[src/rtl/mppt_pkg.sv]
// ----------------------------------------------------------------------------
// mppt_pkg
// shared types and constants for the perturb-and-observe tracker
// ----------------------------------------------------------------------------
package mppt_pkg;

  // field widths
  localparam int unsigned SampleW = 16;   // q8.8 volts and amps
  localparam int unsigned PowerW  = 32;   // q16.16 watts
  localparam int unsigned DutyW   = 16;   // q1.15 duty
  localparam int unsigned CfgW    = 32;   // widest register
  localparam int unsigned CfgIdxW = 3;

  // duty constants, q1.15
  localparam logic [DutyW-1:0] DutyOne  = 16'd32768;
  localparam logic [DutyW-1:0] DutyHalf = 16'd16384;

  // register indexes
  typedef enum logic [CfgIdxW-1:0] {
    REG_STEP_SIZE        = 3'd0,
    REG_MIN_DUTY         = 3'd1,
    REG_MAX_DUTY         = 3'd2,
    REG_POWER_DEADBAND   = 3'd3,
    REG_VOLTAGE_DEADBAND = 3'd4,
    REG_TIMER_TOP        = 3'd5
  } cfg_idx_e;

  // request to the shared multiplier
  typedef struct packed {
    logic               en;
    logic [SampleW-1:0] a;
    logic [SampleW-1:0] b;
  } mul_req_t;

endpackage

[src/rtl/mppt_mul.sv]
// ----------------------------------------------------------------------------
// mppt_mul
// shared 16 x 16 unsigned multiplier with a registered product
// ----------------------------------------------------------------------------
module mppt_mul (
  input  logic                     clk_i,
  input  logic                     rst_ni,
  input  mppt_pkg::mul_req_t       req_i,
  output logic [mppt_pkg::PowerW-1:0] prod_o
);
  import mppt_pkg::*;

  logic [PowerW-1:0] prod_q;

  // product register, loaded on request
  always_ff @(posedge clk_i or negedge rst_ni) begin
    if (!rst_ni) begin
      prod_q <= '0;
    end else if (req_i.en) begin
      prod_q <= PowerW'(req_i.a) * PowerW'(req_i.b);
    end
  end

  assign prod_o = prod_q;

endmodule

[src/rtl/mppt_perturb_observe.sv]
// ----------------------------------------------------------------------------
// mppt_perturb_observe
// perturb-and-observe maximum power point tracker, fixed point
// ----------------------------------------------------------------------------
// One sample request (voltage and current, q8.8) yields one result request
// (duty q1.15 and timer compare value). A sample is taken only while the
// sequencer is idle; it then steps from acceptance to a loaded result
// through power product, deadband and direction decision, step and clamp,
// compare scaling and output load, so no new sample is taken before the
// last one is loaded. The steps are laid out around the single 16 x 16
// multiplier, which is used once for the power and once for the compare
// scaling. A loaded result waits in the output register; the next sample
// is accepted meanwhile, and the sequencer holds in its last step only if
// the previous result is still untaken. Registers are to be written through
// cfg_we_i only while no sample is in work; the block does not enforce it.
// ----------------------------------------------------------------------------
module mppt_perturb_observe (
  input  logic                          clk_i,
  input  logic                          rst_ni,
  // config write port
  input  logic                          cfg_we_i,
  input  logic [mppt_pkg::CfgIdxW-1:0]  cfg_idx_i,
  input  logic [mppt_pkg::CfgW-1:0]     cfg_data_i,
  // sample stream
  input  logic                          s_axis_tvalid_i,
  output logic                          s_axis_tready_o,
  input  logic [31:0]                   s_axis_tdata_i,   // voltage[15:0], current[31:16]
  // result stream
  output logic                          m_axis_tvalid_o,
  input  logic                          m_axis_tready_i,
  output logic [31:0]                   m_axis_tdata_o    // duty[15:0], compare_value[31:16]
);
  import mppt_pkg::*;

  typedef enum logic [5:0] {
    ST_IDLE   = 6'b000001,
    ST_POWER  = 6'b000010,
    ST_DECIDE = 6'b000100,
    ST_CLAMP  = 6'b001000,
    ST_SCALE  = 6'b010000,
    ST_EMIT   = 6'b100000
  } state_e;

  state_e state_q, state_d;

  // config registers
  logic [DutyW-1:0]   step_size_q, min_duty_q, max_duty_q, timer_top_q;
  logic [PowerW-1:0]  power_deadband_q;
  logic [SampleW-1:0] voltage_deadband_q;

  // tracker state
  logic [SampleW-1:0] last_voltage_q;
  logic [PowerW-1:0]  last_power_q;
  logic [DutyW-1:0]   last_duty_q;

  // working registers
  logic [SampleW-1:0] volt_q, curr_q;
  logic [DutyW-1:0]   duty_q;
  logic               act_q, step_up_q;

  // output register
  logic               out_valid_q;
  logic [DutyW-1:0]   out_duty_q;
  logic [DutyW-1:0]   out_cmp_q;

  logic               in_acc;
  logic               out_free;
  mul_req_t           mul_req;
  logic [PowerW-1:0]  prod;

  assign in_acc          = s_axis_tvalid_i && s_axis_tready_o;
  assign out_free        = !out_valid_q || m_axis_tready_i;
  assign s_axis_tready_o = (state_q == ST_IDLE);

  // config writes, unknown indexes ignored
  always_ff @(posedge clk_i or negedge rst_ni) begin
    if (!rst_ni) begin
      step_size_q        <= 16'd328;
      min_duty_q         <= 16'd0;
      max_duty_q         <= DutyOne;
      power_deadband_q   <= 32'd32768;
      voltage_deadband_q <= 16'd51;
      timer_top_q        <= 16'd456;
    end else if (cfg_we_i) begin
      unique case (cfg_idx_e'(cfg_idx_i))
        REG_STEP_SIZE:        step_size_q        <= cfg_data_i[DutyW-1:0];
        REG_MIN_DUTY:         min_duty_q         <= cfg_data_i[DutyW-1:0];
        REG_MAX_DUTY:         max_duty_q         <= cfg_data_i[DutyW-1:0];
        REG_POWER_DEADBAND:   power_deadband_q   <= cfg_data_i[PowerW-1:0];
        REG_VOLTAGE_DEADBAND: voltage_deadband_q <= cfg_data_i[SampleW-1:0];
        REG_TIMER_TOP:        timer_top_q        <= cfg_data_i[DutyW-1:0];
        default: ;
      endcase
    end
  end

  // shared multiplier: power first, then compare scaling
  always_comb begin
    mul_req = '0;
    if (state_q == ST_POWER) begin
      mul_req.en = 1'b1;
      mul_req.a  = volt_q;
      mul_req.b  = curr_q;
    end else if (state_q == ST_SCALE) begin
      mul_req.en = 1'b1;
      mul_req.a  = duty_q;
      mul_req.b  = timer_top_q;
    end
  end

  mppt_mul u_mul (
    .clk_i  (clk_i),
    .rst_ni (rst_ni),
    .req_i  (mul_req),
    .prod_o (prod)
  );

  // deadband test and direction
  logic signed [SampleW:0] dv;
  logic signed [PowerW:0]  dp;
  logic [SampleW:0]        adv;
  logic [PowerW:0]         adp;
  logic                    act, step_up;

  always_comb begin
    dv      = $signed({1'b0, volt_q}) - $signed({1'b0, last_voltage_q});
    dp      = $signed({1'b0, prod}) - $signed({1'b0, last_power_q});
    adv     = dv[SampleW] ? (SampleW+1)'(-dv) : dv;
    adp     = dp[PowerW] ? (PowerW+1)'(-dp) : dp;
    act     = (adp > {1'b0, power_deadband_q}) && (adv > {1'b0, voltage_deadband_q});
    // same direction of power and voltage steps down
    step_up = ((dp > 0) != (dv > 0));
  end

  // step then clamp, max first and min last
  logic signed [DutyW+1:0] d_step;
  logic signed [DutyW+1:0] d_max;
  logic [DutyW-1:0]        duty_next;

  always_comb begin
    d_step = $signed({2'b00, last_duty_q});
    if (act_q) begin
      if (step_up_q) begin
        d_step = d_step + $signed({2'b00, step_size_q});
      end else begin
        d_step = d_step - $signed({2'b00, step_size_q});
      end
    end
    d_max = (d_step > $signed({2'b00, max_duty_q})) ? $signed({2'b00, max_duty_q}) : d_step;
    if (d_max < $signed({2'b00, min_duty_q})) begin
      duty_next = min_duty_q;
    end else begin
      duty_next = d_max[DutyW-1:0];
    end
  end

  // compare value with round-half-up
  logic [PowerW-1:0] rounded;
  logic [DutyW-1:0]  cmp_next;

  always_comb begin
    rounded = prod + PowerW'(DutyHalf);
    priority if (duty_q >= DutyOne) begin
      cmp_next = timer_top_q;
    end else if (duty_q == '0) begin
      cmp_next = '0;
    end else begin
      cmp_next = rounded[DutyW+14:15];
    end
  end

  // sequencer
  always_comb begin
    state_d = state_q;
    unique case (state_q)
      ST_IDLE:   if (in_acc) state_d = ST_POWER;
      ST_POWER:  state_d = ST_DECIDE;
      ST_DECIDE: state_d = ST_CLAMP;
      ST_CLAMP:  state_d = ST_SCALE;
      ST_SCALE:  state_d = ST_EMIT;
      ST_EMIT:   if (out_free) state_d = ST_IDLE;
      default:   state_d = ST_IDLE;
    endcase
  end

  always_ff @(posedge clk_i or negedge rst_ni) begin
    if (!rst_ni) begin
      state_q <= ST_IDLE;
    end else begin
      state_q <= state_d;
    end
  end

  // tracker state and working registers
  always_ff @(posedge clk_i or negedge rst_ni) begin
    if (!rst_ni) begin
      last_voltage_q <= '0;
      last_power_q   <= '0;
      last_duty_q    <= DutyHalf;
    end else begin
      if (state_q == ST_DECIDE) begin
        last_voltage_q <= volt_q;
        last_power_q   <= prod;
      end
      if (state_q == ST_CLAMP) begin
        last_duty_q <= duty_next;
      end
    end
  end

  always_ff @(posedge clk_i) begin
    if (in_acc) begin
      volt_q <= s_axis_tdata_i[SampleW-1:0];
      curr_q <= s_axis_tdata_i[2*SampleW-1:SampleW];
    end
    if (state_q == ST_DECIDE) begin
      act_q     <= act;
      step_up_q <= step_up;
    end
    if (state_q == ST_CLAMP) begin
      duty_q <= duty_next;
    end
  end

  // output register
  always_ff @(posedge clk_i or negedge rst_ni) begin
    if (!rst_ni) begin
      out_valid_q <= 1'b0;
    end else if (state_q == ST_EMIT && out_free) begin
      out_valid_q <= 1'b1;
    end else if (m_axis_tready_i) begin
      out_valid_q <= 1'b0;
    end
  end

  always_ff @(posedge clk_i) begin
    if (state_q == ST_EMIT && out_free) begin
      out_duty_q <= duty_q;
      out_cmp_q  <= cmp_next;
    end
  end

  assign m_axis_tvalid_o = out_valid_q;
  assign m_axis_tdata_o  = {out_cmp_q, out_duty_q};

  // accepted sample starts the power product
  assert property (@(posedge clk_i) disable iff (!rst_ni)
    in_acc |=> (state_q == ST_POWER) && !s_axis_tready_o)
    else $error("sample accepted but sequencer did not start");

  // a finished result holds while the output slot is taken
  assert property (@(posedge clk_i) disable iff (!rst_ni)
    (state_q == ST_EMIT) && !out_free |=> (state_q == ST_EMIT))
    else $error("result dropped while output stalled");

  // delivered duty respects the clamp
  assert property (@(posedge clk_i) disable iff (!rst_ni)
    out_valid_q |-> (out_duty_q <= max_duty_q) || (out_duty_q == min_duty_q))
    else $error("duty outside clamp range");

  // compare value never exceeds timer top
  assert property (@(posedge clk_i) disable iff (!rst_ni)
    out_valid_q |-> (out_cmp_q <= timer_top_q))
    else $error("compare value above timer top");

endmodule
[config.mk]
export PLATFORM = sky130hd
export DESIGN_NAME = mppt_perturb_observe
export DESIGN_NICKNAME = d
export VERILOG_FILES = /design/src/rtl/mppt_pkg.sv /design/src/rtl/mppt_mul.sv /design/src/rtl/mppt_perturb_observe.sv
export SDC_FILE = /design/constraint.sdc
export NUM_CORES = 1
export LEC_CHECK = 0
export ABC_CLOCK_PERIOD_IN_PS = 19770
export BUFFER_PORTS_ARGS = -buffer_cell sky130_fd_sc_hd__buf_2
export CELL_PAD_IN_SITES_DETAIL_PLACEMENT = 1
export CELL_PAD_IN_SITES_GLOBAL_PLACEMENT = 2
export CORE_UTILIZATION = 44
export DETAILED_ROUTE_END_ITERATION = 16
export PLACE_DENSITY = 0.95
export REMOVE_ABC_BUFFERS = 1
export SLEW_MARGIN = 20
export SYNTH_ARGS = -nofsm -noshare
export SYNTH_HDL_FRONTEND = slang
export SYNTH_SLANG_ARGS = --single-unit
[constraint.sdc]
create_clock -name clk_i -period 19.77 [get_ports clk_i]
set_clock_uncertainty 0.2 [all_clocks]
set_input_delay 0 -clock clk_i [delete_from_list [all_inputs] [get_ports clk_i]]
set_output_delay 0 -clock clk_i [all_outputs]
set_load 0.05 [all_outputs]
==> results of run 1 <==
==> cells in the mapped netlist (6+ instances only) <==
library cell    n
o21bai_1       16
ha_1          266
nand2_1       381
and4_1         10
buf_2           8
o211ai_1       20
clkbuf_1       86
o31ai_1        16
edfxtp_1       82
nor4_1         11
a21oi_1       133
a2111oi_0       6
nand2b_1       22
or2_2          15
o21a_1         19
mux2i_1        24
a22o_1         18
inv_1         421
nand4_1        25
a21o_1         58
and3_1         17
o21ai_1         7
a211oi_1       22
nor2b_1        20
mux2_2        108
nand4b_1        6
a31oi_1        18
xor2_1         46
buf_1           7
a22oi_1        17
nor3_1         40
and2_1         26
fa_1          198
xnor2_1        74
dfrtp_1       200
o21ai_0       221
nand3_1        40
nor2_1        226
a211o_1        12
dfstp_2        15
or3_1          16
==> cells in the final DEF, fill, tap and decap left out, types with 74 or more instances in the layout <==
master,synthesis,layout
inv_1,421,420
nand2_1,381,381
ha_1,266,266
nor2_1,226,225
o21ai_0,221,221
dfrtp_1,200,200
fa_1,198,198
dlygate4sd3_1,0,138
a21oi_1,133,132
mux2_2,108,108
buf_2,8,105
edfxtp_1,82,82
xnor2_1,74,74
==> worst min-delay path: cells and delay by family <==
kind                   cells  cell delay (ps)
buffers and inverters      2              640
multiplexers               1              140
==> layout make-up <==
type | instances | area share [%]
clock buffer | 46 | 3.19
clock inverter | 21 | 0.785
inverter | 422 | 4.94
multi-input combinational | 2252 | 56.4
sequential | 297 | 24.5
tap | 837 | 3.27
timing repair buffer | 276 | 6.89
==> layer usage <==
metal	GRT usage, %	up-vias
met1	39.4	12420
met2	53.9	756
met4	12.0	4
met5	0	-
li1	-	10848
met3	4.64	239
==> metrics by stage <==
stage | utilization (%) | instances | cell area, um2 | total power [mW]
floorplan | - | 2971 | 27400 | 3.54
global route | 51.6 | 4151 | 32100 | 5.91
finish | 51.6 | 4151 | 32100 | 5.51
global placement | 47.2 | 3942 | 29300 | 4.43
CTS | 51.5 | 4149 | 32000 | 5.42
detailed placement | 47.2 | 3943 | 29300 | 4.61
==> cell families after synthesis <==
logic type      after synthesis
buf+inv                     526
xor+xnor                    120
mux                         132
compound gates              654
fa+ha+maj                   464
flops                       297
simple gates                882
==> power breakdown <==
group | switching (mW) | internal, mW | leakage [nW]
Sequential | 0.141 | 0.799 | 3.46
Clock | 0.310 | 0.424 | 0.610
Combinational | 2.33 | 1.50 | 10.6
==> worst paths after layout <==
kind	startpoint	to	slack, ps
worst min register to register	last_power_q[0]	last_power_q[0]	300
max in group asynchronous	rst_ni	power_deadband_q[18]	18090
worst min-delay path	cfg_data_i[29]	power_deadband_q[29]	30
worst max-delay path	state_q[2]	u_mul.prod_o[29]	10510
worst max register to register	state_q[2]	u_mul.prod_o[29]	10510
min in group asynchronous	rst_ni	voltage_deadband_q[5]	430
==> timing repair <==
action / CTS / global route
hold endpoints to repair: 285 / 0
hold buffers: 139 / 0
setup endpoints to repair: 0 / 0
==> impl_metrics.csv, run 1 <==
group,metric,value,unit
worst_setup_path,crit_fanout,64,
worst_setup_path,critPathRequiredTime,20030,ps
yosys,synth-simple-area-share,14.4,%
sta,hold_viol,0,
hold_path,min_delay_path_depth,3,
finish,seqCellArea,0.00786,mm2
yosys,synth_ff_type,"dfrtp_1",
finish,multi_input_area,0.0181,mm2
pwr,power_density,172,mW/mm2
routing,drc,0,
finish,n_fill_cell,7194,
yosys,synth_top_area_share,18.0,%
floorplan,fp.dieW,254,um
sta,report.final.slew_viol_count,0,
outcome,status,"finished clean",
routing,avgRoutedWirePerCell,23.9,um
worst_setup_path,slowest_stage,"mux2i_1",
flow_run,drv_cap,0,
grt,grt_pass1_wl,153000,um
floorplan,num_rows,91,
routing,drt-total-wl,99200,um
clock_network,cts_resized,0,
sta,setup_ws,10510,ps
placed_design,place.gp.congestion,0.930,
grt,grt_pass1_vias,26524,
yosys,ys_async_sr_fraction,72.4,%
grt,grt_use_total,31.3,%
finish,diodes,0,
worst_setup_path,cp.depth,26,
routing,dr.pass1.iters,5,
clock_network,cts_root_buf,"clkbuf_16",
yosys,yosys.area_share.xor_xnor,3.77,%
finish,drive_above_1_share,11.2,%
yosys,synth_edf_count,82,
floorplan,initial_core_util,44.8,%
clock_network,post_cts_buffers,0,
pwr,peakVddDrop,0.135,mV
yosys,synth_area_leader_cell,"dfrtp_1",
yosys,synth_area_per_cell,9.06,um2
clock_network,cts_sinks,297,
pwr,leakage,14.6,nW
grt,antenna_found_initial,5,
yosys,synth_top_family_by_area,"adder cells",
routing,antenna_left,0,
routing,wl_met3,5410,um
yosys,synthAdderAreaFrac,26.2,%
yosys,netlist_instances,3075,
worst_setup_path,slowest_delay,680,ps
sta,fmax,108,MHz
clock_network,insertion_delay,580,ps
yosys,synth_area,0.0279,mm2
yosys,ys_seq_area_share,28.2,%
sta,worst_pin_slew,1270,ps
routing,first_iter_violations,1777,
clock_network,cts.clk_slew.worst_paths,60,ps
worst_setup_path,crit_family,"adder cells",
floorplan,core,0.0622,mm2
worst_setup_path,endpoint_kind,"flip-flop",
worst_setup_path,arrival,9510,ps
yosys,synth_mux_area_share,5.23,%
placed_design,io_buffers,105,
worst_setup_path,critPathLaunchType,"flip-flop",
worst_setup_path,cpMostUsedCell,"fa_1",
worst_setup_path,ff2ff_path_depth,26,
clock_network,cts_buffers,37,
sta,setup_tns,0,ps
worst_setup_path,worstSetupPathType,"reg2reg",
yosys,synth_compound_area_share,15.1,%
sta,whs,29.6,ps
yosys,synth-warning-count,0,
clock_network,htree_levels,2,
grt,grt_overflow_total,0,
sta,finalSetupViolCount,0,
floorplan,ioPinCount,106,
floorplan,dieHeight,254,um
sta,period_share,46.8,%
sta,layout_min_cycle_time,9260,ps
sta,relSlewSlack,15.3,%
worst_setup_path,worst-path-buf-inv,3,
clock_network,clk_path_buf_depth,3,
routing,dr_wl_met2,48500,um
hold_path,hold_class,"in2reg",
yosys,synth_area_leaders,"dfrtp_1, fa_1, ha_1, edfxtp_1, inv_1",
floorplan,die_area,0.0643,mm2
finish,nNetsFinal,3822,
yosys,ys_types,91,
yosys,synth_seq_cells,297,
clock_network,cts_tree,"yes",
routing,vias_per_cell,5.85,
routing,num_vias,24267,
routing,drt-met1-wl,41000,um
grt,grt_max_degree,92,
routing,top_layer_used,"met5",
placed_design,pre_cts_slack,10420,ps
placed_design,hpwl,73300,um
finish,synthToLayoutAreaGrowth,15.0,%
sta,rsz0062_at_grt,"no",
Power figures use the tool's default switching activity.
==> inputs of run 2 (changes only) <==
--- a/config.mk
+++ b/config.mk
@@ -5,13 +5,14 @@
 export SDC_FILE = /design/constraint.sdc
 export NUM_CORES = 1
 export LEC_CHECK = 0
-export ABC_CLOCK_PERIOD_IN_PS = 19770
+export ABC_AREA = 1
+export ABC_CLOCK_PERIOD_IN_PS = 8150
 export BUFFER_PORTS_ARGS = -buffer_cell sky130_fd_sc_hd__buf_2
 export CELL_PAD_IN_SITES_DETAIL_PLACEMENT = 1
 export CELL_PAD_IN_SITES_GLOBAL_PLACEMENT = 2
-export CORE_UTILIZATION = 44
+export CORE_UTILIZATION = 34
 export DETAILED_ROUTE_END_ITERATION = 16
-export PLACE_DENSITY = 0.95
+export PLACE_DENSITY = 0.89
 export REMOVE_ABC_BUFFERS = 1
 export SLEW_MARGIN = 20
 export SYNTH_ARGS = -nofsm -noshare
==> constraint.sdc (replaced) <==
create_clock -name clk_i -period 8.15 [get_ports clk_i]
set_clock_uncertainty 0.2 [all_clocks]
set_input_delay 0 -clock clk_i [delete_from_list [all_inputs] [get_ports clk_i]]
set_output_delay 0 -clock clk_i [all_outputs]
set_load 0.05 [all_outputs]
==> impl_metrics.csv, run 2 <==
group,metric,value,unit
yosys,ys_seq_area_share,27.1,%
finish,drive_above_1_share,7.43,%
routing,num_vias,26123,
floorplan,initial_core_util,34.6,%
worst_setup_path,endpoint_kind,"flip-flop",
clock_network,clk_path_buf_depth,3,
sta,report.final.slew_viol_count,0,
sta,layout_min_cycle_time,7720,ps
grt,grt_max_degree,86,
routing,avgRoutedWirePerCell,19.2,um
floorplan,num_rows,106,
clock_network,cts_buffers,37,
floorplan,fp.dieW,294,um
routing,vias_per_cell,4.96,
sta,whs,-12.1,ps
sta,period_share,94.7,%
worst_setup_path,slowest_delay,590,ps
floorplan,core,0.0841,mm2
yosys,synth-warning-count,0,
worst_setup_path,critPathRequiredTime,8370,ps
finish,layout_common_cells,"nand2_1, inv_1, ha_1",
clock_network,htree_levels,2,
routing,dr.pass1.iters,5,
clock_network,insertion_delay,580,ps
yosys,synth_commonest_cells,"nand2_1, inv_1, o21ai_0",
hold_path,hold_class,"in2reg",
yosys,netlist_instances,3901,
worst_setup_path,worst-path-buf-inv,5,
finish,synthToLayoutAreaGrowth,15.1,%
worst_setup_path,crit_fanout,37,
yosys,synth_seq_cells,297,
outcome,status,"finished with violations",
worst_setup_path,crit_end,"u_mul.prod_o[26]",
finish,final_common_cell,"nand2_1",
sta,finalSetupViolCount,0,
worst_setup_path,critPathLaunchType,"flip-flop",
yosys,synth_edf_count,82,
routing,drc,0,
placed_design,place.gp.congestion,0.918,
worst_setup_path,arrival,7940,ps
grt,grt_pass1_wl,158000,um
clock_network,cts_root_buf,"clkbuf_16",
yosys,synth_ff_type,"dfrtp_1",
yosys,synth_area,0.0291,mm2
clock_network,cts.clk_slew.worst_paths,80,ps
yosys,synth_most_common_cell,"nand2_1",
placed_design,io_buffers,105,
grt,grt_overflow_total,0,
yosys,synth_area_leader_cell,"dfrtp_1",
worst_setup_path,r2r-start,"state_q[5]",
yosys,synth_area_per_cell,7.45,um2
worst_setup_path,crit_family,"adder cells",
sta,worst_pin_slew,1070,ps
worst_setup_path,slowest_stage,"fa_1",
clock_network,cts_tree,"yes",
outcome,violations,"negative hold slack",
worst_setup_path,cpMostUsedCell,"fa_1",
floorplan,dieHeight,294,um
worst_setup_path,worstReg2RegEnd,"u_mul.prod_o[26]",
routing,drt-total-wl,101000,um
clock_network,post_cts_buffers,0,
sta,relSlewSlack,28.6,%
worst_setup_path,cp.depth,26,
yosys,synth_top_area_share,17.2,%
worst_setup_path,ff2ff_path_depth,26,
finish,fin_util,39.8,%
flow_run,drv_cap,0,
yosys,synth_area_leaders,"dfrtp_1, fa_1, nand2_1, ha_1, inv_1",
sta,rsz0062_at_grt,"no",
worst_setup_path,cp-startpoint,"state_q[5]",
finish,nNetsFinal,4638,
floorplan,ioPinCount,106,
worst_setup_path,rrSetupSlack,430,ps
grt,grt_pass1_vias,28000,
yosys,ys_types,66,
yosys,ys_async_sr_fraction,72.4,%
grt,antenna_found_initial,14,
sta,fmax,130,MHz
sta,hold_viol,2,
hold_path,min-delay-start,"cfg_idx_i[2]",
routing,first_iter_violations,1375,
worst_setup_path,worstSetupPathType,"reg2reg",
placed_design,hpwl,78400,um
floorplan,die_area,0.0866,mm2
clock_network,cts_sinks,297,
grt,grt_use_total,23.7,%
routing,antenna_left,0,
-- run 2: tightest hold or removal path: stages --
cell     delay (ps)
buf_2            90
nand2_1          50
inv_1            80
nand2_1         310
nand2_1         140
o21ai_0          70
-- run 2: final cells by class --
class	instances	area (um2)
diodes	1	2.50
clock buffers	42	966
clock inverters	25	374
fillers	10487	50600
inverters	839	3150
multi-input cells	2665	17700
flip-flops and latches	297	7860
well taps	1134	1420
repair buffers	262	2010
-- run 2: stage by stage --
step / TNS (ps) / instances / setup slack (ps) / cell area [um2]
3_3_place_gp: 0 / 5092 / 599 / 31000
4_1_cts: 0 / 5263 / 366 / 33400
6_report: 0 / 5265 / 434 / 33500
2_1_floorplan: -48080 / 3801 / -2780 / 28600
5_1_grt: 0 / 5264 / 22.3 / 33500
3_5_place_dp: 0 / 5092 / 418 / 31000
-- run 2: repair_timing --
| item | CTS | global route |
|---|---|---|
| hold buffers | 104 | 0 |
| endpoints found under the setup margin | 0 | 2 |
| resized for setup | 0 | 2 |
| hold endpoints to repair | 274 | 0 |
-- run 2: layer usage --
layer / vias to the layer above / wire, um / track usage [%]
li1: 12511 / - / -
met4: 2 / 4090 / 9.10
met3: 209 / 4990 / 3.61
met2: 585 / 48200 / 40.4
met1: 12816 / 43700 / 30.1
met5: - / 13 / 0
-- run 2: cells by family after synthesis --
kind of cell    share of synthesized area [%]
simple gates                             22.3
buf+inv                                  12.3
compound gates                           10.1
fa+ha+maj                                25.1
flops                                    27.1
xor+xnor                                 3.10
mux                                    0.0344
-- run 2: how the worst min path moves through the flow --
stage | end | slack (ps) | cells after the start
2_1_floorplan | last_duty_q[0] | -500 | 0
3_3_place_gp | last_voltage_q[11] | -100 | 1
3_5_place_dp | last_voltage_q[14] | -100 | 1
4_1_cts | max_duty_q[2] | 1 | 4
5_1_grt | timer_top_q[6] | 9 | 4
6_report | timer_top_q[8] | -10 | 6
Power of run 2 is not shown: default switching activity piles up to over one toggle a cycle in this logic, so the estimate is an artifact.
==> inputs of run 3 (changes only) <==
--- a/config.mk
+++ b/config.mk
@@ -7,11 +7,11 @@
 export LEC_CHECK = 0
 export ABC_AREA = 1
 export ABC_CLOCK_PERIOD_IN_PS = 8150
-export BUFFER_PORTS_ARGS = -buffer_cell sky130_fd_sc_hd__buf_2
 export CELL_PAD_IN_SITES_DETAIL_PLACEMENT = 1
 export CELL_PAD_IN_SITES_GLOBAL_PLACEMENT = 2
-export CORE_UTILIZATION = 34
+export CORE_UTILIZATION = 35
 export DETAILED_ROUTE_END_ITERATION = 16
+export DONT_BUFFER_PORTS = 1
 export PLACE_DENSITY = 0.89
 export REMOVE_ABC_BUFFERS = 1
 export SLEW_MARGIN = 20
==> impl_metrics.csv, run 3 (synthesis results as in run 2) <==
group,metric,value,unit
outcome,status,"finished clean",
worst_setup_path,critPathRequiredTime,8370,ps
sta,fmax,129,MHz
sta,whs,4.29,ps
worst_setup_path,crit_family,"adder cells",
sta,relSlewSlack,28.2,%
worst_setup_path,slowest_stage,"fa_1",
finish,final_common_cell,"nand2_1",
routing,antenna_left,0,
hold_path,hold_class,"in2reg",
clock_network,cts_tree,"yes",
floorplan,die_area,0.0842,mm2
worst_setup_path,cpMostUsedCell,"inv_1",
sta,setup_tns,0,ps
clock_network,clk_path_buf_depth,3,
floorplan,dieHeight,290,um
sta,worst_pin_slew,1080,ps
floorplan,ioPinCount,106,
sta,report.final.slew_viol_count,0,
routing,drc,0,
floorplan,core,0.0821,mm2
routing,avgRoutedWirePerCell,19.6,um
worst_setup_path,endpoint_kind,"flip-flop",
grt,grt_use_total,23.7,%
grt,grt_overflow_total,0,
worst_setup_path,crit_fanout,16,
worst_setup_path,slowest_delay,550,ps
finish,n_fill_cell,10061,
sta,layout_min_cycle_time,7780,ps
finish,diodes,0,
floorplan,num_rows,105,
finish,final_area,0.0330,mm2
clock_network,cts_root_buf,"clkbuf_16",
worst_setup_path,worst-path-buf-inv,10,
grt,grt_pass1_wl,156000,um
routing,vias_per_cell,5.04,
routing,num_vias,25754,
floorplan,initial_core_util,35.4,%
worst_setup_path,arrival,7990,ps
finish,synthToLayoutAreaGrowth,13.4,%
sta,finalSetupViolCount,0,
routing,first_iter_violations,1318,
grt,antenna_found_initial,4,
sta,period_share,95.4,%
finish,nNetsFinal,4551,
clock_network,cts_buffers,36,
worst_setup_path,critPathLaunchType,"flip-flop",
worst_setup_path,worstSetupPathType,"reg2reg",
grt,grt_pass1_vias,27114,
routing,drt-total-wl,100000,um
floorplan,fp.dieW,290,um
placed_design,io_buffers,0,
finish,drive_above_1_share,5.05,%
finish,fin_util,40.1,%
placed_design,place.gp.congestion,0.938,
grt,grt_max_degree,216,
clock_network,cts_sinks,297,
finish,multi_input_area,0.0177,mm2
placed_design,hpwl,77200,um
routing,dr.pass1.iters,5,
finish,seqCellArea,0.00786,mm2
clock_network,insertion_delay,580,ps
flow_run,drv_cap,0,
clock_network,cts.clk_slew.worst_paths,80,ps
sta,hold_viol,0,
placed_design,placed_area,0.0303,mm2
finish,layout_common_cells,"nand2_1, inv_1, ha_1",
clock_network,htree_levels,2,
==> run 3: changes by cell type in the layout (fill, tap and decap cells not counted), moves of 3 or more <==
cell           delta
buf_2           -104
dlygate4sd3_1    +20
clkinv_2          +4
inv_6             +4
buf_4             -3
bufinv_16         -3
clkbuf_1          -3
clkinvlp_4        -3
o21ai_1           -3
==> run 3: metal layers <==
layer	wire length, um	up-vias	track usage, %	share of wire [%]
met2	49100	472	41.3	49
met1	43500	12803	30.5	44
met3	4280	136	2.86	4.3
met5	0	-	0	0
met4	3060	0	7.10	3.1
li1	-	12343	-	-
==> run 3: tightest hold or removal path, cell delays in order <==
cell and delay (ps):
nand2_1 50, inv_1 90, nand2_2 370, nand2_1 160
o21ai_0 80
==> run 3: worst paths after layout <==
kind | from | to | slack [ps] | cells after the start
max | state_q[5] | u_mul.prod_o[30] | 370 | 31
min | cfg_idx_i[2] | voltage_deadband_q[0] | 4 | 5
max reg2reg | state_q[5] | u_mul.prod_o[30] | 370 | 31
min reg2reg | power_deadband_q[8] | power_deadband_q[8] | 280 | 2
max in group asynchronous | rst_ni | power_deadband_q[12] | 6360 | 4
min in group asynchronous | rst_ni | last_voltage_q[11] | 290 | 3
==> run 3: layout make-up <==
class                           instances  area share [%]
Multi-Input combinational cell       2665            53.6
Clock inverter                         27           0.934
Inverter                              839            9.57
Clock buffer                           39            2.86
Timing Repair Buffer                  176            5.09
Sequential cell                       297            23.8
Tap cell                             1070            4.06
==> run 3: metrics by stage <==
step	instances	setup slack [ps]
floorplan	3801	-2780
global placement	4918	537
detailed placement	4918	362
CTS	5102	279
global route	5113	-30.5
finish	5113	371
==> run 3: what timing repair did <==
action	CTS	global route
hold endpoints to repair	427	154
resized for setup	0	8
buffers inserted	0	3
hold buffers	118	6
setup endpoints to repair	0	11
Power of run 3 is left out for the same reason.
